--- src/hw/rtl/crdg_pkg.sv ---
// ----------------------------------------------------------------------------
// crdg_pkg
// Shared constants, types and helper functions of the ray direction generator.
// ----------------------------------------------------------------------------
package crdg_pkg;

    localparam int FRAC_BITS      = 16;
    localparam int MAX_RESOLUTION = 4096;
    localparam int FIFO_DEPTH_DEF = 16;

    // configuration register indexes
    localparam logic [2:0] REG_WIDTH  = 3'd0;
    localparam logic [2:0] REG_HEIGHT = 3'd1;
    localparam logic [2:0] REG_TAN    = 3'd2;
    localparam logic [2:0] REG_NX     = 3'd3;
    localparam logic [2:0] REG_NY     = 3'd4;
    localparam logic [2:0] REG_NZ     = 3'd5;

    localparam logic signed [18:0] ONE_Q  = 19'sd65536;
    localparam logic signed [23:0] SAT_HI = 24'sh7FFFFF;
    localparam logic signed [23:0] SAT_LO = -24'sh800000;

    // camera-space point handed from front to back
    typedef struct packed {
        logic signed [23:0] cx;
        logic signed [23:0] cy;
    } cam_item_t;

    // subsample x offset in half pixels
    function automatic logic [1:0] sub_mod3(input logic [3:0] s);
        logic [1:0] r;
        case (s)
            4'd0, 4'd3, 4'd6, 4'd9, 4'd12, 4'd15: r = 2'd0;
            4'd1, 4'd4, 4'd7, 4'd10, 4'd13:       r = 2'd1;
            4'd2, 4'd5, 4'd8, 4'd11, 4'd14:       r = 2'd2;
            default:                              r = 2'd0;
        endcase
        return r;
    endfunction

    // subsample y offset in half pixels
    function automatic logic [2:0] sub_div3(input logic [3:0] s);
        logic [2:0] r;
        case (s)
            4'd0, 4'd1, 4'd2:    r = 3'd0;
            4'd3, 4'd4, 4'd5:    r = 3'd1;
            4'd6, 4'd7, 4'd8:    r = 3'd2;
            4'd9, 4'd10, 4'd11:  r = 3'd3;
            4'd12, 4'd13, 4'd14: r = 3'd4;
            4'd15:               r = 3'd5;
            default:             r = 3'd0;
        endcase
        return r;
    endfunction

    // divide by 2^FRAC_BITS, round to nearest, ties away from zero
    function automatic logic signed [47:0] shr_round48(input logic signed [47:0] v);
        logic        neg;
        logic [47:0] mag;
        logic [47:0] q;
        neg = v[47];
        mag = neg ? 48'(-v) : 48'(v);
        q   = (mag + (48'(1) << (FRAC_BITS - 1))) >> FRAC_BITS;
        return neg ? -$signed(q) : $signed(q);
    endfunction

    // clip to 24-bit signed
    function automatic logic signed [23:0] sat24(input logic signed [47:0] v);
        logic signed [23:0] r;
        if (v > 48'(SAT_HI))      r = SAT_HI;
        else if (v < 48'(SAT_LO)) r = SAT_LO;
        else                      r = v[23:0];
        return r;
    endfunction

endpackage

--- src/hw/rtl/crdg_queue.sv ---
// ----------------------------------------------------------------------------
// crdg_queue
// Small FIFO of camera points between the front and back parts, with a
// registered head so the storage is both written and read on the clock.
// ----------------------------------------------------------------------------
module crdg_queue #(
    parameter int DEPTH = crdg_pkg::FIFO_DEPTH_DEF
) (
    input  logic                clk,
    input  logic                rst_n,
    input  logic                wr_en,
    input  crdg_pkg::cam_item_t wr_item,
    input  logic                rd_en,
    output crdg_pkg::cam_item_t rd_item,
    output logic                empty
);
    import crdg_pkg::*;

    localparam int PW = (DEPTH > 1) ? $clog2(DEPTH) : 1;
    localparam int CW = $clog2(DEPTH + 1);

    cam_item_t       mem [DEPTH];
    logic [PW-1:0]   wr_ptr_reg, rd_ptr_reg;
    logic [CW-1:0]   count_reg;
    cam_item_t       out_item_reg;
    logic            out_valid_reg;
    logic            head_free;
    logic            fetch;
    logic            bypass;
    logic            mem_wr;

    function automatic logic [PW-1:0] inc_ptr(input logic [PW-1:0] p);
        return (p == PW'(DEPTH - 1)) ? '0 : p + 1'b1;
    endfunction

    // head register is free this cycle, or is being taken
    assign head_free = !out_valid_reg || rd_en;
    // oldest stored item moves to the head
    assign fetch     = (count_reg != '0) && head_free;
    // item goes straight to the head when storage is empty and the head is free
    assign bypass    = wr_en && (count_reg == '0) && head_free;
    assign mem_wr    = wr_en && !bypass;

    // storage and head data
    always_ff @(posedge clk)
    begin
        if (mem_wr)
            mem[wr_ptr_reg] <= wr_item;
        if (fetch)
            out_item_reg <= mem[rd_ptr_reg];
        else if (bypass)
            out_item_reg <= wr_item;
    end

    assign rd_item = out_item_reg;
    assign empty   = !out_valid_reg;

    // pointers, fill count and head valid
    always_ff @(posedge clk or negedge rst_n)
    begin
        if (!rst_n)
        begin
            wr_ptr_reg    <= '0;
            rd_ptr_reg    <= '0;
            count_reg     <= '0;
            out_valid_reg <= 1'b0;
        end
        else
        begin
            if (mem_wr)
                wr_ptr_reg <= inc_ptr(wr_ptr_reg);
            if (fetch)
                rd_ptr_reg <= inc_ptr(rd_ptr_reg);
            if (mem_wr && !fetch)
                count_reg <= count_reg + 1'b1;
            else if (fetch && !mem_wr)
                count_reg <= count_reg - 1'b1;
            if (fetch || bypass)
                out_valid_reg <= 1'b1;
            else if (rd_en)
                out_valid_reg <= 1'b0;
        end
    end

endmodule

--- config.mk ---
export PLATFORM = sky130hd
export DESIGN_NAME = crdg_queue
export DESIGN_NICKNAME = d
export VERILOG_FILES = /design/src/hw/rtl/crdg_pkg.sv /design/src/hw/rtl/crdg_queue.sv
export SDC_FILE = /design/constraint.sdc
export NUM_CORES = 1
export LEC_CHECK = 0
export BUFFER_PORTS_ARGS = -buffer_cell sky130_fd_sc_hd__clkbuf_2
export CAP_MARGIN = 10
export CORE_MARGIN = 2
export CORE_UTILIZATION = 35
export DETAILED_ROUTE_END_ITERATION = 6
export HOLD_SLACK_MARGIN = 0.06
export RECOVER_POWER = 100
export REMOVE_ABC_BUFFERS = 1
export SLEW_MARGIN = 20
export SYNTH_ARGS = -nofsm -noshare
export SYNTH_HDL_FRONTEND = slang
export SYNTH_SLANG_ARGS = --single-unit
export TNS_END_PERCENT = 5
--- constraint.sdc ---
create_clock -name clk -period 6.55 [get_ports clk]
set_clock_uncertainty 0.2 [all_clocks]
set_input_delay 0.3275 -clock clk [delete_from_list [all_inputs] [get_ports clk]]
set_output_delay 0.3275 -clock clk [all_outputs]
set_load 0.03 [all_outputs]
# Yosys cells after proc, flatten, opt, wreduce, memory -nomap -nowiden

Memories as Yosys holds them, arrays and structs flattened.
Index checks and enable logic that the tools add are counted.

Bits in registers: 62
Latch bits: 0
Memory bits (writable): 768
Memory bits (read-only): 0
Memories kept: 1

Memory list:

| memory | words | width | rd ports | clocked after memory_dff | write ports | line             | RTL |
|---|---|---|---|---|---|---|---|
| mem    | 16    | 48    | 1        | 0                        | 1           | crdg_queue.sv:22 | `cam_item_t mem [DEPTH];` |

Add/sub/neg operators: 4
$mul: 0
Divide/modulo/power cells: 0
Order comparisons: 0
Equality and inequality tests: 2
Shift operators: 0
Muxes and demuxes: 10
Bitwise operators: 0
Reductions and logical operators: 17

Operators with widths:

| operator                                                           | number |
|---|---|
| 48-bit 2-to-1 mux                                                  | 2 |
| 5-bit 2-to-1 mux                                                   | 2 |
| 4-bit by 1-bit adder with 4-bit output, second input constant      | 2 |
| 4-bit equality test, second input constant                         | 2 |
| 4-bit 2-to-1 mux                                                   | 2 |
| 1-bit logical AND                                                  | 6 |
| 2-bit nonzero test                                                 | 3 |
| 5-bit by 1-bit adder with 5-bit output, second input constant      | 1 |
| 5-bit zero test                                                    | 1 |
| 5-bit nonzero test                                                 | 1 |
| 5-bit by 1-bit subtractor with 5-bit output, second input constant | 1 |
| 1-bit zero test                                                    | 4 |
| 1-bit 2-to-1 mux                                                   | 4 |
| 1-bit logical OR                                                   | 2 |

# Depth between registers and ports, before layout

Depth after elaboration: 9
Depth in mapped cells: 11

# Worst setup path after synthesis

Ideal clock, no wire load.

Path type: reg-to-reg
Start: register count_reg[0]
End: memory mem[3][0] (netlist name) (enable)
Library setup time: 513 ps
Data arrival time: 4165 ps
Slack: 1673 ps
Cell stages (with the launch flop): 7
Path buffers: 0
Period minus slack after synthesis: 4877 ps
Path through: dfrtp_1 nor3_1 nand2_1 o21ai_1 clkinv_1 nand2_1 nor3_1

Cells in the longest elaborated chain, start to end: 7

Ends and longest elaborated chain:

| item                                   | line             | RTL |
|---|---|---|
| start, declared                        | crdg_queue.sv:24 | `logic [CW-1:0] count_reg;` |
| start signal, assigned                 | crdg_queue.sv:75 | `count_reg <= count_reg + 1'b1;` |
| start signal, assigned                 | crdg_queue.sv:77 | `count_reg <= count_reg - 1'b1;` |
| 5-bit zero test                        | crdg_queue.sv:41 | `assign bypass = wr_en && (count_reg == '0) && head_free;` |
| 1-bit logical AND (2 in a row)         | crdg_queue.sv:41 |  |
| 1-bit zero test                        | crdg_queue.sv:42 | `assign mem_wr = wr_en && !bypass;` |
| 1-bit logical AND                      | crdg_queue.sv:42 |  |
| net mem_wr                             | crdg_queue.sv:30 | `logic mem_wr;` |
| 1-bit 2-to-1 mux                       | crdg_queue.sv:47 | `if (mem_wr)` |
| 1-bit 2-to-1 mux (implied by the code) | crdg_queue.sv:48 | `mem[wr_ptr_reg] <= wr_item;` |
| end, declared                          | crdg_queue.sv:22 |  |

The timed path passes the listed nets, and every way through them passes these cells.

# Final worst setup path

Start: register out_valid_reg
End: register out_item_reg, in the netlist rd_item[20], data pin

Cells in the longest elaborated chain, start to end: 4

Ends and longest elaborated chain:

| item                   | line             | RTL |
|---|---|---|
| start, declared        | crdg_queue.sv:26 | `logic out_valid_reg;` |
| start signal, assigned | crdg_queue.sv:66 | `out_valid_reg <= 1'b0;` |
| start signal, assigned | crdg_queue.sv:79 | `out_valid_reg <= 1'b1;` |
| start signal, assigned | crdg_queue.sv:81 | `out_valid_reg <= 1'b0;` |
| 1-bit zero test        | crdg_queue.sv:37 | `assign head_free = !out_valid_reg \|\| rd_en;` |
| 1-bit logical OR       | crdg_queue.sv:37 |  |
| 1-bit logical AND      | crdg_queue.sv:39 | `assign fetch = (count_reg != '0) && head_free;` |
| 48-bit 2-to-1 mux      | crdg_queue.sv:49 | `if (fetch)` |
| end signal, assigned   | crdg_queue.sv:50 | `out_item_reg <= mem[rd_ptr_reg];` |
| end signal, assigned   | crdg_queue.sv:52 | `out_item_reg <= wr_item;` |
| end, declared          | crdg_queue.sv:25 | `cam_item_t out_item_reg;` |

No other way between the ends.
A chain may end at the register's enable or synchronous reset.

==> flow_metrics.env <==
export IMPL_clk_pin_slew_worst_paths_ns=0.06
export IMPL_worstPathMaxFanout=41
export IMPL_grt_use_total_pct=15.3
export IMPL_worstHoldStart="count_reg[4]"
export IMPL_period_share_pct=73.1
export IMPL_synthDistinctLibCells=32
export IMPL_cp_slowest_cell="clkbuf_1"
export IMPL_grt_pass1_wl_um=105000
export IMPL_status="finished with violations"
export IMPL_hp_class="reg2reg"
export IMPL_synth_xor_area_share_pct=0.166
export IMPL_ant_nets=0
export IMPL_post_cts_buffers=0
export IMPL_grt_max_degree=89
export IMPL_crit_top_cell="clkbuf_1"
export IMPL_cap_violations=18
export IMPL_synth_flop_cell="edfxtp_1"
export IMPL_post_synth_top_area_fraction_pct=77.6
export IMPL_startpoint_type="register"
export IMPL_synthMuxAreaShare_pct=15.4
export IMPL_power_mw=15.5
export IMPL_whs_path_depth=1
export IMPL_p_per_area_nw_per_um2=423
export IMPL_ys_ff_latch=830
export IMPL_layout_common_cells="edfxtp_1, mux4_2, clkbuf_1"
export IMPL_crit_required_ns=6.60
export IMPL_via_count=14765
export IMPL_synth_top_area_cell="edfxtp_1"
export IMPL_synth_cells=1388
export IMPL_layout_commonest_cell="edfxtp_1"
export IMPL_slew_violations=634
export IMPL_synth_top_family_by_area="multiplexers"
export IMPL_peakVddDrop_mv=0.269
export IMPL_nFillCells=7841
export IMPL_ios=101
export IMPL_synth_area_um2=31600
export IMPL_die_area_um2=92700
export IMPL_r2r_start="out_valid_reg"
export IMPL_drive_gt1_share_pct=24.4
export IMPL_clockBufferDepth=3
export IMPL_min_period_ns=4.79
export IMPL_gp_congestion=0.704
export IMPL_nNetsFinal=1645
export IMPL_wl_per_cell_um=25.1
export IMPL_crit_chain="nor2b_1 > a21oi_4 > clkbuf_1 > nand2_4 > clkbuf_1 > o22ai_1 > a21oi_1"
export IMPL_crit_path_max_incr_delay_ns=1.56
export IMPL_fp_dieH_um=304
export IMPL_htreeDepth=3
export IMPL_crit_type="reg2reg"
export IMPL_die_w_um=304
export IMPL_slew_headroom_pct=-166
export IMPL_rr_worst_depth=7
export IMPL_drt_iter0_markers=1305
export IMPL_synth_fa_ha_area_share_pct=0.459
export IMPL_regToRegEndpoint="rd_item[20]"
export IMPL_whs_ns=0.272
export IMPL_rows=110
export IMPL_antenna_found_initial=6
export IMPL_cts_root_buf="clkbuf_16"
export IMPL_crit_arrival_ns=4.84
export IMPL_setup_viol=0
export IMPL_violations="max-capacitance violations, max-slew violations"
export IMPL_clk_latency_ns=0.62
export IMPL_synth_seq_area_share_pct=78.7
export IMPL_start_util_pct=35.2
export IMPL_synthArstFlopShare_pct=1.69
export IMPL_hold_violations=0
export IMPL_rsz0062_at_grt="no"
export IMPL_clkSinkCount=830
export IMPL_viasPerCell=5.22
export IMPL_dr_pass1_iters=5
export IMPL_power_leakage_nw=11.3
export IMPL_syn2layout_area_growth_pct=16.1
export IMPL_worst_slew_pin_transition_ns=3.99
export IMPL_syn_area_per_cell_um2=22.8
export IMPL_synth_warnings=0
export IMPL_synth_simple_area_share_pct=0.661
export IMPL_synth_compound_area_share_pct=3.13
export IMPL_grt_pass1_vias=15996
export IMPL_cp_end_kind="register"
export IMPL_hpwl_um=35800
export IMPL_min_to="count_reg[4]"
export IMPL_cts_made_buffers=85
export IMPL_grt_ovfl_total=0
export IMPL_rrSetupSlack_ns=1.76
export IMPL_synthTopCellsByArea="edfxtp_1, mux4_2, o22ai_1, mux2_2, dfrtp_1"
export IMPL_core_region_area_um2=89700
export IMPL_portBuffers=100
export IMPL_clock_fmax_mhz=209
export IMPL_synth_edf_count=816
export IMPL_drt_wl_total_um=70900
export IMPL_cts_tree="yes"
export IMPL_largest_reg_flops=768
export IMPL_route_detailed_drc=0
[layer usage]
metal	share of wire, %	vias up	track usage, %
li1	-	6298	-
met1	43	7931	20.4
met2	50	411	25.6
met3	5.4	115	2.91
met4	2.2	10	4.35
met5	0.080	-	0
[critical path, delay by kind of cell, from the launching register on]
kind / cells / cell delay [ns]
buffers and inverters: 2 / 2.21
AND/OR/NAND/NOR: 2 / 1.04
flip-flops: 1 / 0.37
AO/OA/AOI/OAI: 3 / 0.58
[power by group]
group / internal, mW / switching, mW
logic: 1.71 / 2.14
registers: 6.51 / 0.321
clock network: 2.85 / 1.98
[synth_stat cells (all sizes together), types with 10 or more instances]
master / n
buf: 41
a21oi: 52
dfrtp: 14
o22ai: 96
ha: 10
mux4: 192
nor2: 17
clkbuf: 38
edfxtp: 816
o21ai: 10
nand2: 18
mux2: 48
[what timing repair did]
item	4_1_cts	5_1_grt
hold buffers	53	0
endpoints found under the hold margin	786	0
gates resized for setup	0	0
[cell type report]
cell class	count	area, um^2	area share (%)
repair buffers	186	1160	3.16
well taps	1176	1470	4.01
inverters	9	33.8	0.0921
multi-input cells	470	6350	17.3
flip-flops and latches	830	24900	67.8
clock buffers	110	2270	6.20
clock inverters	47	513	1.40
diodes	1	2.50	0.00682
[through the flow]
| stage | cells | util [%] | setup TNS, ns | instance area (um^2) | setup WS, ns |
|---|---|---|---|---|---|
| detailed placement | 2617 | 37.4 | 0 | 33500 | 2.81 |
| CTS | 2827 | 41.1 | 0 | 36900 | 2.88 |
| global placement | 2617 | 37.4 | 0 | 33500 | 2.91 |
| finish | 2829 | 40.9 | 0 | 36700 | 1.76 |
| floorplan | 1309 | - | -131.04 | 31200 | -2.57 |
| global route | 2829 | 40.9 | 0 | 36700 | 1.42 |
[cells by family (layout without fill, tap and decap cells)]
| family | Yosys count | after routing |
|---|---|---|
| DFF | 830 | 830 |
| muxes | 241 | 241 |
| AOI/OAI and AO/OA | 163 | 163 |
| buffers and inverters | 88 | 352 |
| and+or+nand+nor | 49 | 49 |
| adders and majority gates | 11 | 11 |
| xor gates and xnor gates | 6 | 6 |
| other | 0 | 1 |
[how the worst max path moves through the flow]
stage	cells past startpoint	slack (ns)	end	from
floorplan	4	-2.57	rd_item[46]	rd_ptr_reg[1]
global route	6	1.42	mem[13][21]	out_valid_reg
finish	7	1.76	rd_item[20]	out_valid_reg
detailed placement	7	2.81	mem[7][16]	rd_en
global placement	7	2.91	mem[7][16]	rd_en
CTS	6	2.88	mem[7][17]	out_valid_reg
Note: power is estimated with default switching activity, not from simulation.
